`src/sgdu_pkg.sv`:
```
package sgdu_pkg;

	// Table sizes
	localparam int NUM_USERS  = 4096;
	localparam int NUM_ITEMS  = 4096;
	localparam int LATENT_MAX = 16;
	localparam int TOPK_MAX   = 8;

	localparam int USER_W  = (NUM_USERS > 1) ? $clog2(NUM_USERS) : 1;
	localparam int ITEM_W  = (NUM_ITEMS > 1) ? $clog2(NUM_ITEMS) : 1;
	localparam int LAT_W   = (LATENT_MAX > 1) ? $clog2(LATENT_MAX) : 1;
	localparam int TOPK_W  = (TOPK_MAX > 1) ? $clog2(TOPK_MAX) : 1;
	localparam int LATC_W  = $clog2(LATENT_MAX + 1);
	localparam int TOPKC_W = $clog2(TOPK_MAX + 1);
	localparam int UADDR_W = USER_W + LAT_W;
	localparam int IADDR_W = ITEM_W + LAT_W;
	localparam int NADDR_W = USER_W + TOPK_W;

	// Field widths
	localparam int MODE_W   = 3;
	localparam int ID_W     = 12;
	localparam int RATING_W = 15;
	localparam int EL_W     = 4;
	localparam int FACT_W   = 16;
	localparam int CFGI_W   = 3;
	localparam int CFGD_W   = 16;
	localparam int COEF_W   = 16;

	// Datapath widths
	localparam int ACC_W = 32 + LATC_W;
	localparam int S_W   = FACT_W + 1 + TOPKC_W;
	localparam int MA_W  = 34;
	localparam int MB_W  = S_W;
	localparam int P_W   = MA_W + MB_W;
	localparam int K_W   = 33;

	typedef enum logic [MODE_W-1:0] {
		MODE_TRAIN   = 3'd0,
		MODE_WR_USER = 3'd1,
		MODE_WR_ITEM = 3'd2,
		MODE_WR_NBR  = 3'd3,
		MODE_RD_USER = 3'd4,
		MODE_RD_ITEM = 3'd5
	} mode_t;

	typedef enum logic [CFGI_W-1:0] {
		CFG_LATENT  = 3'd0,
		CFG_NBR_CNT = 3'd1,
		CFG_LRATE   = 3'd2,
		CFG_REG     = 3'd3,
		CFG_SOCIAL  = 3'd4
	} cfg_idx_t;

	typedef enum logic [5:0] {
		OP_NONE, OP_CLEAR, OP_ACCEPT, OP_MEMWR, OP_RDREQ, OP_RDCAP,
		OP_PRE_A, OP_PRE_B, OP_PRE_C,
		OP_D_RD, OP_D_MUL, OP_D_ACC,
		OP_E_ERR, OP_E_MUL, OP_E_CAP,
		OP_U_RD, OP_U_M1, OP_U_M2, OP_U_NEWU, OP_U_M3, OP_U_M4, OP_U_NEWI,
		OP_N_RD, OP_N_ST,
		OP_S_RDU, OP_S_ST, OP_S_NRD, OP_S_NACC, OP_S_MUL, OP_S_WR,
		OP_FIN
	} op_t;

	typedef struct packed {
		op_t                op;
		logic [LAT_W-1:0]   k;
		logic [TOPK_W-1:0]  j;
		logic [USER_W-1:0]  clr;
	} cmd_t;

	typedef struct packed {
		logic [MODE_W-1:0]  mode;
		logic               ok;
		logic               flag;
		logic [LATC_W-1:0]  dims;
		logic [TOPKC_W-1:0] nbs;
	} stat_t;

	typedef struct packed {
		logic signed [FACT_W-1:0] val;
		logic                     hit;
	} sat_t;

	function automatic sat_t sat16(input logic signed [63:0] v);
		sat_t r;
		if (v > 64'sd32767) begin
			r.val = 16'sh7fff;
			r.hit = 1'b1;
		end else if (v < -64'sd32768) begin
			r.val = 16'sh8000;
			r.hit = 1'b1;
		end else begin
			r.val = v[FACT_W-1:0];
			r.hit = 1'b0;
		end
		return r;
	endfunction

	// Round half up, then floor shift
	function automatic logic signed [63:0] rnd12(input logic signed [63:0] v);
		return (v + 64'sd2048) >>> 12;
	endfunction

	function automatic logic signed [63:0] rnd32(input logic signed [63:0] v);
		return (v + 64'sd2147483648) >>> 32;
	endfunction

endpackage

```
`src/sgdu_ctrl.sv`:
```
module sgdu_ctrl (
	input  logic          clk,
	input  logic          arst_n,
	input  logic          in_valid,
	output logic          in_ready,
	output logic          out_valid,
	input  logic          out_ready,
	input  sgdu_pkg::stat_t stat,
	output sgdu_pkg::cmd_t  cmd
);

	localparam int NS = 31;

	typedef enum logic [NS-1:0] {
		ST_CLR   = 31'd1 << 0,
		ST_IDLE  = 31'd1 << 1,
		ST_DEC   = 31'd1 << 2,
		ST_MEMWR = 31'd1 << 3,
		ST_RDREQ = 31'd1 << 4,
		ST_RDCAP = 31'd1 << 5,
		ST_PRE_A = 31'd1 << 6,
		ST_PRE_B = 31'd1 << 7,
		ST_PRE_C = 31'd1 << 8,
		ST_D_RD  = 31'd1 << 9,
		ST_D_MUL = 31'd1 << 10,
		ST_D_ACC = 31'd1 << 11,
		ST_E_ERR = 31'd1 << 12,
		ST_E_MUL = 31'd1 << 13,
		ST_E_CAP = 31'd1 << 14,
		ST_U_RD  = 31'd1 << 15,
		ST_U_M1  = 31'd1 << 16,
		ST_U_M2  = 31'd1 << 17,
		ST_U_NEWU = 31'd1 << 18,
		ST_U_M3  = 31'd1 << 19,
		ST_U_M4  = 31'd1 << 20,
		ST_U_NEWI = 31'd1 << 21,
		ST_N_RD  = 31'd1 << 22,
		ST_N_ST  = 31'd1 << 23,
		ST_S_RDU = 31'd1 << 24,
		ST_S_ST  = 31'd1 << 25,
		ST_S_NRD = 31'd1 << 26,
		ST_S_NACC = 31'd1 << 27,
		ST_S_MUL = 31'd1 << 28,
		ST_S_WR  = 31'd1 << 29,
		ST_FIN   = 31'd1 << 30
	} state_t;

	state_t state_q, state_d;
	logic [sgdu_pkg::LAT_W-1:0]  k_q, k_d;
	logic [sgdu_pkg::TOPK_W-1:0] j_q, j_d;
	logic [sgdu_pkg::USER_W-1:0] clr_q, clr_d;
	logic                        out_valid_q, out_valid_d;
	sgdu_pkg::op_t               op;
	logic k_last, j_last, slot_free;

	assign k_last = (sgdu_pkg::LATC_W'(k_q) + sgdu_pkg::LATC_W'(1)) == stat.dims;
	assign j_last = (sgdu_pkg::TOPKC_W'(j_q) + sgdu_pkg::TOPKC_W'(1)) == stat.nbs;
	assign slot_free = !out_valid_q || out_ready;

	always_comb begin
		state_d = state_q;
		k_d     = k_q;
		j_d     = j_q;
		clr_d   = clr_q;
		op      = sgdu_pkg::OP_NONE;
		unique case (state_q)
			ST_CLR: begin
				op    = sgdu_pkg::OP_CLEAR;
				clr_d = clr_q + 1'b1;
				if (32'(clr_q) == sgdu_pkg::NUM_USERS - 1) state_d = ST_IDLE;
			end
			ST_IDLE: begin
				if (in_valid) begin
					op      = sgdu_pkg::OP_ACCEPT;
					state_d = ST_DEC;
				end
			end
			ST_DEC: begin
				k_d = '0;
				j_d = '0;
				if (!stat.ok) begin
					state_d = ST_FIN;
				end else if (stat.mode == sgdu_pkg::MODE_TRAIN) begin
					state_d = ST_PRE_A;
				end else if (stat.mode == sgdu_pkg::MODE_RD_USER ||
				             stat.mode == sgdu_pkg::MODE_RD_ITEM) begin
					state_d = ST_RDREQ;
				end else begin
					state_d = ST_MEMWR;
				end
			end
			ST_MEMWR: begin
				op      = sgdu_pkg::OP_MEMWR;
				state_d = ST_FIN;
			end
			ST_RDREQ: begin
				op      = sgdu_pkg::OP_RDREQ;
				state_d = ST_RDCAP;
			end
			ST_RDCAP: begin
				op      = sgdu_pkg::OP_RDCAP;
				state_d = ST_FIN;
			end
			ST_PRE_A: begin
				op      = sgdu_pkg::OP_PRE_A;
				state_d = ST_PRE_B;
			end
			ST_PRE_B: begin
				op      = sgdu_pkg::OP_PRE_B;
				state_d = ST_PRE_C;
			end
			ST_PRE_C: begin
				op      = sgdu_pkg::OP_PRE_C;
				state_d = (stat.dims == '0) ? ST_E_ERR : ST_D_RD;
			end
			ST_D_RD: begin
				op      = sgdu_pkg::OP_D_RD;
				state_d = ST_D_MUL;
			end
			ST_D_MUL: begin
				op      = sgdu_pkg::OP_D_MUL;
				state_d = ST_D_ACC;
			end
			ST_D_ACC: begin
				op = sgdu_pkg::OP_D_ACC;
				if (k_last) begin
					k_d     = '0;
					state_d = ST_E_ERR;
				end else begin
					k_d     = k_q + 1'b1;
					state_d = ST_D_RD;
				end
			end
			ST_E_ERR: begin
				op      = sgdu_pkg::OP_E_ERR;
				state_d = ST_E_MUL;
			end
			ST_E_MUL: begin
				op      = sgdu_pkg::OP_E_MUL;
				state_d = ST_E_CAP;
			end
			ST_E_CAP: begin
				op      = sgdu_pkg::OP_E_CAP;
				state_d = (stat.dims == '0) ? ST_FIN : ST_U_RD;
			end
			ST_U_RD: begin
				op      = sgdu_pkg::OP_U_RD;
				state_d = ST_U_M1;
			end
			ST_U_M1: begin
				op      = sgdu_pkg::OP_U_M1;
				state_d = ST_U_M2;
			end
			ST_U_M2: begin
				op      = sgdu_pkg::OP_U_M2;
				state_d = ST_U_NEWU;
			end
			ST_U_NEWU: begin
				op      = sgdu_pkg::OP_U_NEWU;
				state_d = ST_U_M3;
			end
			ST_U_M3: begin
				op      = sgdu_pkg::OP_U_M3;
				state_d = ST_U_M4;
			end
			ST_U_M4: begin
				op      = sgdu_pkg::OP_U_M4;
				state_d = ST_U_NEWI;
			end
			ST_U_NEWI: begin
				op = sgdu_pkg::OP_U_NEWI;
				if (k_last) begin
					k_d     = '0;
					j_d     = '0;
					state_d = (stat.flag && stat.nbs != '0) ? ST_N_RD : ST_FIN;
				end else begin
					k_d     = k_q + 1'b1;
					state_d = ST_U_RD;
				end
			end
			ST_N_RD: begin
				op      = sgdu_pkg::OP_N_RD;
				state_d = ST_N_ST;
			end
			ST_N_ST: begin
				op = sgdu_pkg::OP_N_ST;
				if (j_last) begin
					j_d     = '0;
					state_d = ST_S_RDU;
				end else begin
					j_d     = j_q + 1'b1;
					state_d = ST_N_RD;
				end
			end
			ST_S_RDU: begin
				op      = sgdu_pkg::OP_S_RDU;
				state_d = ST_S_ST;
			end
			ST_S_ST: begin
				op      = sgdu_pkg::OP_S_ST;
				state_d = ST_S_NRD;
			end
			ST_S_NRD: begin
				op      = sgdu_pkg::OP_S_NRD;
				state_d = ST_S_NACC;
			end
			ST_S_NACC: begin
				op = sgdu_pkg::OP_S_NACC;
				if (j_last) begin
					j_d     = '0;
					state_d = ST_S_MUL;
				end else begin
					j_d     = j_q + 1'b1;
					state_d = ST_S_NRD;
				end
			end
			ST_S_MUL: begin
				op      = sgdu_pkg::OP_S_MUL;
				state_d = ST_S_WR;
			end
			ST_S_WR: begin
				op = sgdu_pkg::OP_S_WR;
				if (k_last) begin
					state_d = ST_FIN;
				end else begin
					k_d     = k_q + 1'b1;
					state_d = ST_S_RDU;
				end
			end
			ST_FIN: begin
				if (slot_free) begin
					op      = sgdu_pkg::OP_FIN;
					state_d = ST_IDLE;
				end
			end
			default: state_d = ST_IDLE;
		endcase
	end

	always_comb begin
		out_valid_d = out_valid_q;
		if (op == sgdu_pkg::OP_FIN) out_valid_d = 1'b1;
		else if (out_ready)         out_valid_d = 1'b0;
	end

	always_ff @(posedge clk or negedge arst_n) begin
		if (!arst_n) begin
			state_q     <= ST_CLR;
			k_q         <= '0;
			j_q         <= '0;
			clr_q       <= '0;
			out_valid_q <= 1'b0;
		end else begin
			state_q     <= state_d;
			k_q         <= k_d;
			j_q         <= j_d;
			clr_q       <= clr_d;
			out_valid_q <= out_valid_d;
		end
	end

	assign in_ready  = (state_q == ST_IDLE);
	assign out_valid = out_valid_q;
	assign cmd.op    = op;
	assign cmd.k     = k_q;
	assign cmd.j     = j_q;
	assign cmd.clr   = clr_q;

endmodule

```
`config.mk`:
```
export PLATFORM = sky130hd
export DESIGN_NAME = sgdu_ctrl
export DESIGN_NICKNAME = d
export VERILOG_FILES = /design/src/sgdu_pkg.sv /design/src/sgdu_ctrl.sv
export SDC_FILE = /design/constraint.sdc
export NUM_CORES = 1
export LEC_CHECK = 0
export ABC_AREA = 1
export BUFFER_PORTS_ARGS = -buffer_cell sky130_fd_sc_hd__buf_2
export CORE_MARGIN = 4
export CORE_UTILIZATION = 41
export DETAILED_ROUTE_END_ITERATION = 8
export PLACE_DENSITY = 0.56
export SETUP_SLACK_MARGIN = 0.3
export SYNTH_ARGS = -nofsm -noshare
export SYNTH_HDL_FRONTEND = slang
export SYNTH_SLANG_ARGS = --single-unit
```
`constraint.sdc`:
```
create_clock -name clk -period 2.6 [get_ports clk]
set_input_delay 0.13 -clock clk [delete_from_list [all_inputs] [get_ports clk]]
set_output_delay 0.13 -clock clk [all_outputs]
set_load 0.005 [all_outputs]
```
==> metrics.md, run 1 <==
| Metric | Value |
|---|---|
| Synth Warn # | 0 |
| Initial drt markers | 138 |
| Final min period | 2.187 ns |
| Post-synthesis simple-gate area fraction | 41.57% |
| Post-synth top area cell | dfrtp_1 |
| Worst slew margin | 63.72% |
| First-pass detailed-route iteration total | 4 |
| Dpl cells | 592 |
| Initial Utilization | a little over two fifths |
| Number of global-route vias before repair | 2813 |
| H-tree depth | 2 |
| # setup viols final | 0 |
| Die width | between 90 and 100 um |
| Tcrit/Tclk final | a little over four fifths |
| Post-synth EDFFs | 0 |
| LEAKAGE | 2.089 nW |
| Drt total wl | 8164 um |
| Clock Tree Buf Depth | 2 |
| Detailed Place HPWL | 6146 um |
| Post-place setup slack | 0.3787 ns |
| Post-synthesis sequential area ratio | 38.62% |
| Finished Cell Area | ~4000 um^2 |
| Async SR Flop Fraction | 100.0% |
| Status | finished clean |
| Site row count | 32 |
| RSZ-0062 raised after global routing | yes |
| Max Slew Vio Count | 0 |
| IO buf count | 43 |
| # fillers | 772 |
| Hold Fails Final Rpt | 0 |
| Pin count of the biggest net entering global routing | 35 |
| Worst Hold Class | in2reg |
| Clock slew at reported path FFs | 0.10 ns |
| Drt via density | between 4 and 5 |
| Synth-to-Final Area Change | 21.63% |
| Gate Count Post-Synth | roughly 450 |
| Syn_area_per_cell | 7.319 um^2 |
| P per Cell Area | 509.4 nW/um^2 |
| Worst-Margin Slew | between 0.5 and 0.6 ns |
| Crit. Startpoint | state_q[27]$_DFFE_PN0P_ |
| Tot GR Track Use | approximately 17% |
| Multi-input combinational cell area | 1927 um^2 |
| Clock Skew | 0.006312 ns |
| Slowest-stage cell, CP | dfrtp_1 |
| Final core occ | 51.80% |
| Mapped cell area | 3308 um^2 |
| Max Freq | 457.1 MHz |
| Max-cap check violation count | 0 |
| Share of layout cells above drive strength 1 | between 20% and 30% |
| Root Buffer | clkbuf_8 |
| Largest family of logic cells by synthesized area | simple AND/OR/NAND/NOR gates |
| Gr ovfl total | 0 |
| Mux contribution to synthesized area | 0% |
| Worst VDD drop | 0.2706 mV |
| Setup_tns | 0 ns |
| Die Area | 9570 um^2 |
| Clock Sinks | 51 |
| Antenna Diode Count | 0 |
| Synth Area in Compound Gates | around 6.4% |
| Setup WS post-layout | 0.4125 ns |
| Post-DP Area | 3601 um^2 |
| Clock latency on the worst-skew pair | a little over 0.3 ns |
| Yosys reg bits | 51 |
| Most used cell, CP | nand2_1 |
| CTS tree | done |
| Post-synth cell types | 35 |
| RR Startpoint | state_q[27]$_DFFE_PN0P_ |
| Core Area | 7767 um^2 |
| Critical Path RT | ~2.5 ns |
| Startpoint types | flop |
| Worst path max stage delay | 0.40 ns |
| Remaining DRCs | 0 |
| Worst R2R Path Depth | 10 |
| IO Pins | 45 |
| First-pass GRT wire length | ~13000 um |
| Critical path class | reg2out |
| Ranking of synthesized cells by area | dfrtp_1, nand2_1, nor2_1, inv_1, nand3_1 |
| Seq. cell area | 1279 um^2 |
| ANT nets after route | 0 |
| Worst R2R Setup Slack | 0.61 ns |
| Post-Synth XOR/XNOR Area | 4.766% |
| Via count | 2968 |
| CTS buffer count | 5 |
| Initial antenna violation count | 0 |
| Chip height | 97.83 um |
| Top fanout value on the critical path | 4 |
| Worst reg2reg path endpoint | clr_q[11]$_DFFE_PN0P_ |
| Final RePlAce weighted congestion | 0.8106 |
| Fin cells | 619 |
| Post-layout nets | 537 |
| Arr. time, crit path | 2.06 ns |
| Synth Area in Adders | 1.135% |
| Crit-path cells | nor2_2 > nand2_2 > nor2_8 > clkbuf_2 > nand2_1 > a21oi_1 > nor2_1 > nand2_1 > nor3_1 > nand2_1 > buf_2 |
| Critical Path Sink Type | primary output |
| Net Count, Synth | 473 |
| CP endpoint | cmd[23] |
| Synth top area share | about 38% |
| Synth Flop Type | dfrtp_1 |
| Routed len/inst | 13.19 um |
==> cell type report <==
type / count / share of cell area, %
multi-input combinational: 346 / 47.89
sequential: 51 / 31.78
timing repair buffer: 62 / 9.701
inverter: 50 / 4.664
tap: 102 / 3.172
clock buffer: 5 / 1.710
clock inverter: 3 / 1.088
==> logic make-up (layout without fill, tap and decap cells) <==
group	Yosys count	in the layout
xor gates and xnor gates	18	18
AOI/OAI and AO/OA	36	36
and+or+nand+nor	287	288
adders and majority gates	3	3
buffers and inverters	56	120
other	1	1
DFF	51	51
==> report_power, final <==
group	leakage [nW]	switching, mW	internal [mW]
Clock	0.0581	0.280	0.287
Sequential	0.703	0.0400	0.824
Combinational	1.33	0.392	0.227
Total	2.09	0.712	1.34
==> metrics by stage <==
step / total power [mW] / hold slack (ns)
floorplan: 1.263 / -0.1656
global placement: 1.375 / 0.08844
detailed placement: 1.380 / 0.09008
CTS: 1.971 / 0.0007552
global route: 2.180 / 0.07421
finish: 2.050 / 0.07767
==> how the worst min path moves through the flow <==
stage,startpoint,to,depth (start not counted)
after floorplan,arst_n,clr_q[0]$_DFFE_PN0P_,0
after global placement,arst_n,clr_q[3]$_DFFE_PN0P_,1
after detailed placement,arst_n,clr_q[3]$_DFFE_PN0P_,1
after CTS,stat[12],state_q[6]$_DFFE_PN0P_,2
after global routing,in_valid,state_q[2]$_DFFE_PN0P_,3
final,in_valid,state_q[2]$_DFFE_PN0P_,3
==> timing repair <==
item / in CTS / in global routing
resized for setup: 5 / 27
setup endpoints to repair: 5 / 5
gates cloned: 0 / 1
pin swaps: 1 / 7
hold endpoints to repair: 18 / 1
hold buffers: 3 / 1
buffers inserted: 2 / 12
==> registers in the layout, summed over array words and instances, names as in the netlist <==
signal,flops
clr_q,12
out_valid,1
k_q,4
state_q,31
j_q,3
==> critical path, delay by kind of cell (launching register included) <==
kind / cells / cell delay [ns]
buf+inv: 2 / 0.28
simple gates: 8 / 0.88
flops: 1 / 0.40
compound gates: 1 / 0.20
==> synthesized netlist by cell type, types with 4 or more instances <==
library cell / instances
nand4_1: 8
a21oi_1: 14
xnor2_1: 8
nand2_4: 6
buf_6: 4
nor2_2: 17
inv_1: 47
nand2_1: 99
nand2_2: 4
dfrtp_1: 50
nor3_1: 14
nor2_1: 98
nor2_8: 4
o21ai_0: 8
nand3_1: 28
xor2_1: 10
==> metal layers <==
layer / wire length, um / global-route usage [%]
met3: 297 / 2.929
met1: 3762 / 22.26
met4: 74 / 3.727
met2: 4030 / 28.48
met5: 0 / 0
==> layout by cell type, fill, tap and decap left out, types with 7 or more instances in the layout <==
| master | instances |
|---|---|
| a21oi_1 | 10 |
| a21oi_2 | 7 |
| buf_2 | 43 |
| buf_4 | 12 |
| dfrtp_1 | 49 |
| inv_1 | 47 |
| nand2_1 | 97 |
| nand3_1 | 28 |
| nand4_1 | 8 |
| nor2_1 | 89 |
| nor2_2 | 14 |
| nor2_4 | 15 |
| nor3_1 | 13 |
| o21ai_0 | 8 |
| xnor2_1 | 8 |
| xor2_1 | 10 |
Note: power is estimated with default switching activity, not from simulation.
==> run 2, diff against run 1 <==
==> constraint.sdc (replaced) <==
create_clock -name clk -period 2.26 [get_ports clk]
set_input_delay 0.113 -clock clk [delete_from_list [all_inputs] [get_ports clk]]
set_output_delay 0.113 -clock clk [all_outputs]
set_load 0.005 [all_outputs]
==> run 2 against run 1 <==
  * Combinational power up 44%
  * Clock-buffer cell count stayed put
  * Clock power rose by 36%
  * Final cell count increased by 8.1%
  * Utilization grew 7.8 points
  * Global-route usage rose by 2.8 points
  * Total power is 29% higher
==> metrics.md, run 2 (synthesized netlist as in run 1, its figures left out) <==
| Metric | Value |
|---|---|
| M1 WL | about 4000 um |
| Setup_tns | 0 ns |
| IO Pins | 45 |
| Worst slew margin | 56.61% |
| Top flop regs | state_q: 31 flops, clr_q: 12 flops, k_q: 4 flops |
| Arr. time, crit path | 2.01 ns |
| Post-layout nets | 587 |
| LEAKAGE | about 2.4 nW |
| Max-cap check violation count | 0 |
| Pin count of the biggest net entering global routing | 24 |
| Initial drt markers | 160 |
| Remaining DRCs | 0 |
| First-pass detailed-route iteration total | 4 |
| Clock slew at reported path FFs | 0.09 ns |
| Commonest non-fill, non-tap cell in the layout | nand2_1 |
| Via count | 3328 |
| CTS tree | done |
| Finished Cell Area | 4633 um^2 |
| Crit-path leading delay family | simple AND/OR/NAND/NOR gates |
| Crit-path cells | nor2_2 > nand2_2 > nor2_4 > buf_6 > nand4_1 > nor2_2 > nand2_1 > buf_4 > nand4_1 > buf_2 |
| CTS buffer count | 5 |
| Slowest-stage cell, CP | dfrtp_1 |
| Status | finished clean |
| Die Area | around 9600 um^2 |
| Drt total wl | 9352 um |
| Critical path class | reg2out |
| Clock Tree Buf Depth | 2 |
| Post-DP Area | 3623 um^2 |
| Worst VDD drop | around 0.35 mV |
| Hold Fails Final Rpt | 0 |
| Worst Hold Class | in2reg |
| Post-place setup slack | around 0.23 ns |
| Met3 routed WL | 374 um |
| Initial antenna violation count | 0 |
| Initial Utilization | between 40% and 50% |
| Max Slew Vio Count | 0 |
| Startpoint types | flop |
| Synth-to-Final Area Change | 40.05% |
| Top fanout value on the critical path | 5 |
| Max reg flops | 31 |
| # setup viols final | 0 |
| Max layer used | met4 |
| Drt via density | 4.975 |
| Worst-Margin Slew | 0.6425 ns |
| Site row count | 32 |
| Setup WS post-layout | 0.1405 ns |
| Clock latency on the worst-skew pair | 0.32 ns |
| CP Buf/Inv Count | 3 |
| Met2 WL | 4773 um |
| P per Cell Area | 571.3 nW/um^2 |
| Detailed Place HPWL | between 6000 and 7000 um |
| Tot GR Track Use | 19.48% |
| Die width | a little under 100 um |
| Core Area | ~7800 um^2 |
| Gr ovfl total | 0 |
| Tcrit/Tclk final | ~94% |
| Clock Skew | 0.009448 ns |
| Number of global-route vias before repair | 3277 |
| Chip height | just under 100 um |
| IO buf count | between 40 and 50 |
| Antenna Diode Count | 0 |
| Routed len/inst | 13.98 um |
| First-pass GRT wire length | 15170 um |
| Worst path max stage delay | 0.43 ns |
| Clock Sinks | 51 |
| Share of layout cells above drive strength 1 | approximately two fifths |
| Final core occ | 59.65% |
| H-tree depth | 2 |
| Commonest cells after routing, fill and taps aside | nand2_1, nor2_1, buf_4, dfrtp_1 |
| Critical Path Sink Type | primary output |
| ANT nets after route | 0 |
| Final min period | 2.119 ns |
| Hold slack | roughly 0.054 ns |
| RSZ-0062 raised after global routing | yes |
| Max Freq | 471.8 MHz |
| Critical Path RT | roughly 2.2 ns |
| # fillers | 719 |
| Root Buffer | clkbuf_8 |
| Final RePlAce weighted congestion | 0.8243 |
| Reg with most FFs | state_q |
run 2: cell count changes in the layout (fill, tap and decap cells not counted), sizes merged:
cell	change
clkbuf	-1
clkinvlp	+1
nor2	+2
nand2	+3
bufinv	+1
buf	+46
clkinv	-2
run 2: worst min-delay path, stage by stage:
cell     delay (ns)
buf_2          0.11
nand2_1        0.06
inv_1          0.05
run 2: repair_timing:
item	CTS	global route
hold buffers	4	0
setup endpoints to repair	11	22
resized for setup	55	33
cloned	6	1
endpoints found under the hold margin	17	0
buffers inserted	38	17
pin swaps	34	32
run 2: metrics by stage:
stage | total power [mW] | instances
after CTS | 2.574 | 651
final | 2.647 | 669
after floorplan | 1.453 | 452
after global placement | 1.592 | 595
after detailed placement | 1.600 | 595
after global routing | 2.783 | 669
run 2: power breakdown:
group | switching, mW | internal (mW) | total [mW] | leakage, nW
Combinational | 0.574 | 0.317 | 0.891 | 1.60
Clock | 0.331 | 0.442 | 0.772 | 0.0644
Sequential | 0.0352 | 0.948 | 0.983 | 0.701
Total | 0.940 | 1.71 | 2.65 | 2.36
run 2: cell type report:
cell class	instances	area [um^2]	area share [%]
Inverter	50	187.7	4.051
Sequential cell	51	1280	27.63
Multi-Input combinational cell	351	2162	46.66
Timing Repair Buffer	107	739.5	15.96
Clock buffer	5	68.82	1.485
Tap cell	102	127.6	2.755
Clock inverter	3	67.56	1.458
run 2: final timing paths:
kind                            depth (start not counted)                 endpoint               startpoint  slack (ns)
worst min register to register                          1     clr_q[5]$_DFFE_PN0P_     clr_q[5]$_DFFE_PN0P_        0.50
min in group asynchronous                               2     clr_q[5]$_DFFE_PN0P_                   arst_n        0.23
max in group asynchronous                               3  state_q[30]$_DFFE_PN0P_                   arst_n        1.35
worst max register to register                         11    clr_q[11]$_DFFE_PN0P_  state_q[22]$_DFFE_PN0P_        0.27
worst min-delay path                                    3   state_q[2]$_DFFE_PN0P_                 in_valid        0.05
worst max-delay path                                   10                  cmd[20]  state_q[22]$_DFFE_PN0P_        0.14
run 2: layer usage:
| metal | vias to the layer above | track usage (%) |
|---|---|---|
| met4 | 0 | 6.390 |
| met3 | 13 | 2.571 |
| met5 | - | 0 |
| li1 | 1669 | - |
| met1 | 1563 | 23.82 |
| met2 | 83 | 35.24 |
